`config.mk`:
```
export PLATFORM = sky130hd
export DESIGN_NAME = msb_first_bit_field_reader_unit
export DESIGN_NICKNAME = d
export VERILOG_FILES = /design/src/hw/rtl/mbfr_pkg.sv /design/src/hw/rtl/mbfr_ram.sv /design/src/hw/rtl/mbfr_shifter.sv /design/src/hw/rtl/msb_first_bit_field_reader_unit.sv
export SDC_FILE = /design/constraint.sdc
export NUM_CORES = 1
export LEC_CHECK = 0
export BUFFER_PORTS_ARGS = -buffer_cell sky130_fd_sc_hd__buf_2
export CORE_UTILIZATION = 30
export DETAILED_ROUTE_END_ITERATION = 7
export GPL_ROUTABILITY_DRIVEN = 1
export PLACE_DENSITY_LB_ADDON = 0.2
export SETUP_SLACK_MARGIN = 0.02
export SYNTH_ARGS = -nofsm -noshare
export SYNTH_HDL_FRONTEND = slang
export SYNTH_SLANG_ARGS = --single-unit
```
`constraint.sdc`:
```
create_clock -name i_clk -period 16.25 [get_ports i_clk]
set_input_delay 1.625 -clock i_clk [delete_from_list [all_inputs] [get_ports i_clk]]
set_output_delay 1.625 -clock i_clk [all_outputs]
set_load 0.02 [all_outputs]
```
`src/hw/rtl/mbfr_pkg.sv`:
```
package mbfr_pkg;

    localparam int DEF_MAX_PAYLOAD_BYTES = 64;
    localparam int DEF_MAX_FIELD_BITS    = 64;

    localparam int BYTE_W   = 8;
    localparam int LEN_W    = 7;
    localparam int FIELD_W  = 64;
    localparam int SH_W     = 3;
    localparam int ACC_BYTES = FIELD_W / BYTE_W + 1;
    localparam int ACC_W    = ACC_BYTES * BYTE_W;
    localparam int COL_W    = $clog2(ACC_BYTES + 1);
    localparam int S_DATA_W = ((BYTE_W + LEN_W + 7) / 8) * 8;

    localparam logic FUNC_LOAD = 1'b0;
    localparam logic FUNC_READ = 1'b1;

    typedef struct packed {
        logic clear;
        logic shift;
        logic zero;
    } t_shift_ctl;

    // Keeps the top len bits of a field word and clears the rest.
    function automatic logic [FIELD_W-1:0] keep_mask(input logic [LEN_W-1:0] len);
        logic [FIELD_W-1:0] m;
        for (int j = 0; j < FIELD_W; j++) begin
            m[j] = (FIELD_W - 1 - j) < int'(len);
        end
        return m;
    endfunction

endpackage

```
`src/hw/rtl/mbfr_ram.sv`:
```
module mbfr_ram #(
    parameter int WIDTH = 8,
    parameter int DEPTH = 64,
    localparam int AW = (DEPTH > 1) ? $clog2(DEPTH) : 1
) (
    input  logic             i_clk,
    input  logic             i_we,
    input  logic [AW-1:0]    i_waddr,
    input  logic [WIDTH-1:0] i_wdata,
    input  logic             i_re,
    input  logic [AW-1:0]    i_raddr,
    output logic [WIDTH-1:0] o_rdata
);

    logic [WIDTH-1:0] r_mem [DEPTH];
    logic [WIDTH-1:0] r_rdata;

    always_ff @(posedge i_clk) begin
        if (i_we) begin
            r_mem[i_waddr] <= i_wdata;
        end
        if (i_re) begin
            r_rdata <= r_mem[i_raddr];
        end
    end

    assign o_rdata = r_rdata;

endmodule

```
`src/hw/rtl/mbfr_shifter.sv`:
```
module mbfr_shifter (
    input  logic                                 i_clk,
    input  mbfr_pkg::t_shift_ctl                 i_ctl,
    input  logic [mbfr_pkg::BYTE_W-1:0]          i_din,
    input  logic [mbfr_pkg::SH_W-1:0]            i_sh,
    input  logic [mbfr_pkg::LEN_W-1:0]           i_len,
    output logic [mbfr_pkg::FIELD_W-1:0]         o_field
);

    logic [mbfr_pkg::ACC_W-1:0]   r_acc;
    logic [mbfr_pkg::ACC_W-1:0]   w_aligned;
    logic [mbfr_pkg::BYTE_W-1:0]  w_digit;

    assign w_digit = i_ctl.zero ? '0 : i_din;

    // Bytes enter at the bottom; after a full run the first byte sits on top.
    always_ff @(posedge i_clk) begin
        if (i_ctl.clear) begin
            r_acc <= '0;
        end else if (i_ctl.shift) begin
            r_acc <= {r_acc[mbfr_pkg::ACC_W-mbfr_pkg::BYTE_W-1:0], w_digit};
        end
    end

    assign w_aligned = r_acc << i_sh;
    assign o_field   = w_aligned[mbfr_pkg::ACC_W-1 -: mbfr_pkg::FIELD_W]
                       & mbfr_pkg::keep_mask(i_len);

endmodule

```
`src/hw/rtl/msb_first_bit_field_reader_unit.sv`:
```
// MSB-first bit-field reader.
// The slave channel takes two kinds of item, chosen by i_s_tuser[0]. A load
// item appends i_s_tdata[7:0] to the payload; with i_s_tuser[1] set it first
// empties the payload and clears the read offset. A load gives no result.
// Bytes beyond the payload capacity are dropped.
// A read item takes the next i_s_tdata[14:8] bits and returns one result on
// the master channel: o_m_tuser is 1 on success and o_m_tdata holds the bits
// left-aligned with the low bits zero. A refused read returns zeros and keeps
// the offset.
// A valid read fetches the bytes one per cycle from the payload memory and
// shifts them a byte at a time into a shift register for a fixed run of nine
// shifts. A refused read skips the fetch and goes to the done state instead.
// The block takes one item at a time; a new item is accepted as soon as the
// previous result sits in the output register, even if the receiver has not
// taken it yet. When the receiver stalls, the result is held and a finished
// read waits for the output register. Reset empties the payload and clears
// the offset; the memory itself is not cleared.
module msb_first_bit_field_reader_unit #(
    parameter int MAX_PAYLOAD_BYTES = mbfr_pkg::DEF_MAX_PAYLOAD_BYTES,
    parameter int MAX_FIELD_BITS    = mbfr_pkg::DEF_MAX_FIELD_BITS
) (
    input  logic                              i_clk,
    input  logic                              i_rst_n,
    input  logic                              i_s_tvalid,
    output logic                              o_s_tready,
    // byte_in [7:0], field_len [14:8], zero [15]
    input  logic [mbfr_pkg::S_DATA_W-1:0]     i_s_tdata,
    // func [0], first_byte [1]
    input  logic [1:0]                        i_s_tuser,
    output logic                              o_m_tvalid,
    input  logic                              i_m_tready,
    // field_bits [63:0]
    output logic [mbfr_pkg::FIELD_W-1:0]      o_m_tdata,
    // ok [0]
    output logic                              o_m_tuser
);

    localparam int ADDR_W = (MAX_PAYLOAD_BYTES > 1) ? $clog2(MAX_PAYLOAD_BYTES) : 1;
    localparam int CNT_W  = $clog2(MAX_PAYLOAD_BYTES + 1);
    localparam int OFF_W  = $clog2(8 * MAX_PAYLOAD_BYTES + 1);
    localparam int SUM_W  = ((OFF_W > mbfr_pkg::LEN_W) ? OFF_W : mbfr_pkg::LEN_W) + 1;

    typedef enum logic [1:0] {
        ST_IDLE,
        ST_FETCH,
        ST_DONE
    } t_state;

    t_state                          r_state;
    logic [CNT_W-1:0]                r_count;
    logic [OFF_W-1:0]                r_offset;
    logic [ADDR_W-1:0]               r_addr;
    logic [mbfr_pkg::COL_W-1:0]      r_issue;
    logic                            r_rd_v;
    logic [mbfr_pkg::COL_W-1:0]      r_col;
    logic [mbfr_pkg::SH_W-1:0]       r_sh;
    logic [mbfr_pkg::LEN_W-1:0]      r_len;
    logic                            r_pass;
    logic                            r_out_valid;
    logic                            r_out_ok;
    logic [mbfr_pkg::FIELD_W-1:0]    r_out_data;

    logic                            w_acc;
    logic                            w_func;
    logic                            w_first;
    logic [mbfr_pkg::BYTE_W-1:0]     w_byte;
    logic [mbfr_pkg::LEN_W-1:0]      w_len;
    logic [SUM_W-1:0]                w_end;
    logic [SUM_W-1:0]                w_total;
    logic                            w_fail;
    logic [7:0]                      w_span;
    logic [mbfr_pkg::COL_W-1:0]      w_nbytes;
    logic                            w_has_room;
    logic                            w_we;
    logic [ADDR_W-1:0]               w_waddr;
    logic                            w_re;
    logic [mbfr_pkg::BYTE_W-1:0]     w_rdata;
    logic                            w_out_free;
    logic                            w_out_load;
    mbfr_pkg::t_shift_ctl            w_ctl;
    logic [mbfr_pkg::FIELD_W-1:0]    w_field;

    assign o_s_tready = (r_state == ST_IDLE);
    assign w_acc      = i_s_tvalid && o_s_tready;
    assign w_func     = i_s_tuser[0];
    assign w_first    = i_s_tuser[1];
    assign w_byte     = i_s_tdata[mbfr_pkg::BYTE_W-1:0];
    assign w_len      = i_s_tdata[mbfr_pkg::BYTE_W +: mbfr_pkg::LEN_W];

    assign w_end    = SUM_W'(r_offset) + SUM_W'(w_len);
    assign w_total  = SUM_W'({r_count, 3'b000});
    assign w_fail   = (w_len > mbfr_pkg::LEN_W'(MAX_FIELD_BITS)) || (w_end > w_total);
    assign w_span   = 8'(r_offset[2:0]) + 8'(w_len) + 8'd7;
    assign w_nbytes = w_span[3 +: mbfr_pkg::COL_W];

    assign w_has_room = r_count < CNT_W'(MAX_PAYLOAD_BYTES);
    assign w_we       = w_acc && (w_func == mbfr_pkg::FUNC_LOAD) && (w_first || w_has_room);
    assign w_waddr    = w_first ? '0 : r_count[ADDR_W-1:0];
    assign w_re       = (r_state == ST_FETCH) && (r_issue != '0);

    assign w_out_free = !r_out_valid || i_m_tready;
    assign w_out_load = (r_state == ST_DONE) && w_out_free;

    always_comb begin
        w_ctl.clear = w_acc && (w_func == mbfr_pkg::FUNC_READ);
        w_ctl.shift = (r_state == ST_FETCH) && (r_rd_v || (r_issue == '0));
        w_ctl.zero  = !r_rd_v;
    end

    mbfr_ram #(
        .WIDTH (mbfr_pkg::BYTE_W),
        .DEPTH (MAX_PAYLOAD_BYTES)
    ) u_ram (
        .i_clk   (i_clk),
        .i_we    (w_we),
        .i_waddr (w_waddr),
        .i_wdata (w_byte),
        .i_re    (w_re),
        .i_raddr (r_addr),
        .o_rdata (w_rdata)
    );

    mbfr_shifter u_shifter (
        .i_clk   (i_clk),
        .i_ctl   (w_ctl),
        .i_din   (w_rdata),
        .i_sh    (r_sh),
        .i_len   (r_len),
        .o_field (w_field)
    );

    always_ff @(posedge i_clk) begin
        if (!i_rst_n) begin
            r_state     <= ST_IDLE;
            r_count     <= '0;
            r_offset    <= '0;
            r_issue     <= '0;
            r_rd_v      <= 1'b0;
            r_col       <= '0;
            r_pass      <= 1'b0;
            r_out_valid <= 1'b0;
        end else begin
            if (i_m_tready && !w_out_load) begin
                r_out_valid <= 1'b0;
            end
            r_rd_v <= w_re;
            case (r_state)
                ST_IDLE: begin
                    if (w_acc && (w_func == mbfr_pkg::FUNC_LOAD)) begin
                        if (w_first) begin
                            r_count  <= CNT_W'(1);
                            r_offset <= '0;
                        end else if (w_has_room) begin
                            r_count <= r_count + CNT_W'(1);
                        end
                    end else if (w_acc) begin
                        r_pass <= !w_fail;
                        r_sh   <= r_offset[2:0];
                        r_len  <= w_len;
                        r_addr <= r_offset[ADDR_W+2:3];
                        r_col  <= '0;
                        if (w_fail) begin
                            r_state <= ST_DONE;
                        end else begin
                            r_issue  <= w_nbytes;
                            r_offset <= OFF_W'(w_end);
                            r_state  <= ST_FETCH;
                        end
                    end
                end
                ST_FETCH: begin
                    if (w_re) begin
                        r_addr  <= r_addr + ADDR_W'(1);
                        r_issue <= r_issue - mbfr_pkg::COL_W'(1);
                    end
                    if (w_ctl.shift) begin
                        r_col <= r_col + mbfr_pkg::COL_W'(1);
                        if (r_col == mbfr_pkg::COL_W'(mbfr_pkg::ACC_BYTES - 1)) begin
                            r_state <= ST_DONE;
                        end
                    end
                end
                ST_DONE: begin
                    if (w_out_free) begin
                        r_out_valid <= 1'b1;
                        r_out_ok    <= r_pass;
                        r_out_data  <= r_pass ? w_field : '0;
                        r_state     <= ST_IDLE;
                    end
                end
                default: begin
                    r_state <= ST_IDLE;
                end
            endcase
        end
    end

    assign o_m_tvalid = r_out_valid;
    assign o_m_tdata  = r_out_data;
    assign o_m_tuser  = r_out_ok;

    a_offset_in_payload: assert property (@(posedge i_clk) disable iff (!i_rst_n)
        SUM_W'(r_offset) <= SUM_W'({r_count, 3'b000}))
        else $error("read offset beyond loaded bits");

    a_count_bound: assert property (@(posedge i_clk) disable iff (!i_rst_n)
        r_count <= CNT_W'(MAX_PAYLOAD_BYTES))
        else $error("payload count beyond capacity");

    a_refused_keeps_offset: assert property (@(posedge i_clk) disable iff (!i_rst_n)
        (w_acc && (w_func == mbfr_pkg::FUNC_READ) && w_fail) |=> $stable(r_offset))
        else $error("refused read moved the offset");

    a_restart: assert property (@(posedge i_clk) disable iff (!i_rst_n)
        (w_acc && (w_func == mbfr_pkg::FUNC_LOAD) && w_first)
        |=> (r_count == CNT_W'(1)) && (r_offset == '0))
        else $error("restart did not reset the payload");

    a_refused_zero: assert property (@(posedge i_clk) disable iff (!i_rst_n)
        (r_out_valid && !r_out_ok) |-> (r_out_data == '0))
        else $error("refused read returned data");

endmodule

```
==> metrics <==
Syn Std Cell Area=between 30000 and 40000 µm²; Fmax achieved=213.7 MHz; Netlist cell types=58; worst vdd ir=0.00008250 V; Post-synth ARST share=0%; CTS buffer count=77; nets=~2100; sequential share of the synthesized area=66.79%; Worst setup SP type=primary input; ANT cells=0; CTS sink cnt=about 700; Max-slew headroom=35.25%; CP delay by family, top=compound AO/OA/AOI/OAI gates; total negative setup slack=0 ns; Crit Path Class=in2reg; CTS tree=yes; Fill cells=9401; layout cell share with drive strength beyond 1=~20%; CTS resizes=0; Antenna Nets Post-Route=0; Critical Path End Type=flop; worst slew pin tran=0.9640 ns; busiest grt layer=met2; Synth Instances=2016; hold buffer count at cts=0; vias=roughly 17000; Final WS setup=11.57 ns; crit path buf inv count=2; Die Width=318.6 µm; Post-synth EDFFs=roughly 600; CP max-delay cell=a21boi_2; Final Hold Fails=0; Iter 0 DRT Violations=1263; M3 GR Usage=2.531%; clock latency on the worst-skew pair=0.63 ns; largest net degree at the start of global routing=128; Power Density=around 110 nW/µm²; global placement routability congestion=0.8258; worst path cell trace=buf_2, ha_1, inv_1, fa_1, nand2b_1, a21oi_1, o21a_1, o311ai_0, ha_1, a21o_1, a21oi_1, o211ai_1, a21boi_2, nand3_1, a211oi_1; RSZ-0062 raised after global routing=no; Vias per Instance=5.063; met1 Use GR=about a fifth; status=complete, no violations; Synth Register Bits=around 700; Hold Path Class=reg2reg; Reg clk slew, reported paths=0.06 ns; worst slack, placed=roughly 11 ns; drt total wl=73.83 mm; Critical Path Fanout Max=9; GRT Resource Usage Total=14.47%; initial antenna violation count=2; Maximum Capacitance Violations=0; post-route clock skew=0.03488 ns; starting density of the core=30.43%; grt total ovfl=0; first-pass GRT wire length=112.1 mm; postcts setup bufs=0; Lkg Pwr=roughly 11 nW; Total Power=3.907 mW; Critical Path RT=16.79 ns; Tmin final=4.680 ns; # IOs=89; Die H=about 320 µm; Primary FF master, synth=edfxtp_1; CP arrival=5.22 ns; CTS max path bufs=3; vias in the first global route=17600; WL/cell=21.50 µm; die area=101500 µm²; Placed Area=31880 µm²; storage element area=20090 µm²; YS warnings=0; final period utilization=between 20 and 30%; Finished Cell Area=34480 µm²; Final Slew Violations=0; WHS=0.4556 ns; Port Buf Inserts=87; standard-cell rows=115; H-tree depth=3; Root Driver=clkbuf_16; TritonRoute pass-1 iters=5; Final Setup Violations=0; area of the multi-input gates=9393 µm²; DPL Wire Length=45.94 mm; syn avg cell area=~15 µm²; # DRC=0; core area=98850 µm²; met2 GRT Util=22.49%; Slowest Stage Delay on Critical Path=between 0.4 and 0.5 ns; Area Overhead vs Synth=14.63%; Post-Syn Nets=a little over 2000
[routing by layer]
layer | up-vias | share of wire (%)
met5 | - | 0
met3 | 122 | 4.7
met1 | 8907 | 47
met2 | 453 | 46
li1 | 7905 | -
met4 | 0 | 2.3
[state kept, by name, summed over array words and instances (netlist names)]
signal / cells
u_shifter.r_acc: 72
r_offset: 10
r_len: 7
o_m_tdata: 64
o_m_tuser: 1
u_ram.o_rdata: 8
r_pass: 1
r_addr: 6
r_state: 2
r_count: 7
r_col: 4
o_m_tvalid: 1
r_sh: 3
r_issue: 4
r_rd_v: 1
u_ram.r_mem: 512
[stage by stage]
stage / util, % / std cells
after global routing: 34.88 / 3434
final: 34.88 / 3434
after CTS: 34.88 / 3434
after floorplan: - / 2016
after global placement: 32.25 / 3293
after detailed placement: 32.25 / 3293
[worst paths after layout]
| kind | start | to | slack (ns) | cells past startpoint |
|---|---|---|---|---|
| setup / recovery | i_s_tdata[8] | r_state[0] | 11.57 | 15 |
| hold reg to reg | u_shifter.r_acc[70] | u_shifter.r_acc[70] | 0.46 | 2 |
| hold / removal | u_shifter.r_acc[70] | u_shifter.r_acc[70] | 0.46 | 2 |
| setup reg to reg | r_offset[0] | r_state[0] | 12.30 | 14 |
[cell families after synthesis]
logic type               Yosys count  share of synthesized area [%]
flip-flops                       703                          66.79
AND/OR/NAND/NOR                  550                          7.792
AO/OA/AOI/OAI                    316                          6.211
multiplexers                     249                          15.48
buffers and inverters            154                          2.109
adder cells (fa/ha/maj)           25                          1.065
XOR/XNOR                          19                         0.5533
[worst reg2reg max path: cells and delay by family (launching register included)]
kind / cells / cell delay, ns
compound gates: 8 / 2.07
fa+ha+maj: 3 / 0.99
buf+inv: 1 / 0.07
flops: 1 / 0.38
simple gates: 2 / 0.35
[synthesized netlist by cell type, drive strengths merged (9+ instances only)]
library cell / number / share of area [%]
a211oi: 34 / 0.87
a21oi: 159 / 2.6
a22oi: 10 / 0.25
and2: 12 / 0.25
buf: 43 / 0.72
clkbuf: 83 / 1.0
dfxtp: 102 / 6.8
edfxtp: 601 / 60
ha: 24 / 1.0
inv: 26 / 0.32
mux2: 18 / 0.67
mux2i: 60 / 2.0
mux4: 171 / 13
nand2: 256 / 3.2
nand3: 15 / 0.25
nand4: 13 / 0.27
nor2: 172 / 2.1
nor2b: 18 / 0.37
nor3: 20 / 0.33
nor4: 12 / 0.25
o21ai: 61 / 1.0
o311ai: 9 / 0.26
xnor2: 12 / 0.35
[where the power goes]
group | total (mW) | switching (mW) | internal, mW
Combinational | 0.166 | 0.111 | 0.0542
Sequential | 1.97 | 0.00594 | 1.96
Clock | 1.77 | 0.725 | 1.05
[area by class of cell]
cell class | count | share of cell area (%)
sequential | 703 | 58.27
multi-input combinational | 1159 | 27.24
inverter | 28 | 0.3049
tap | 1287 | 4.671
timing repair buffer | 116 | 1.967
clock buffer | 109 | 6.246
clock inverter | 32 | 1.296
[layout by cell type, fill, tap and decap left out, drive strengths merged, types with 24 or more instances in the layout]
master  count
edfxtp    601
nand2     256
nor2      172
mux4      171
a21oi     159
buf       116
clkbuf    109
dfxtp     102
o21ai      61
mux2i      60
a211oi     34
inv        28
ha         24
clkinv     24
No activity file was read; power rests on OpenSTA's default activity.
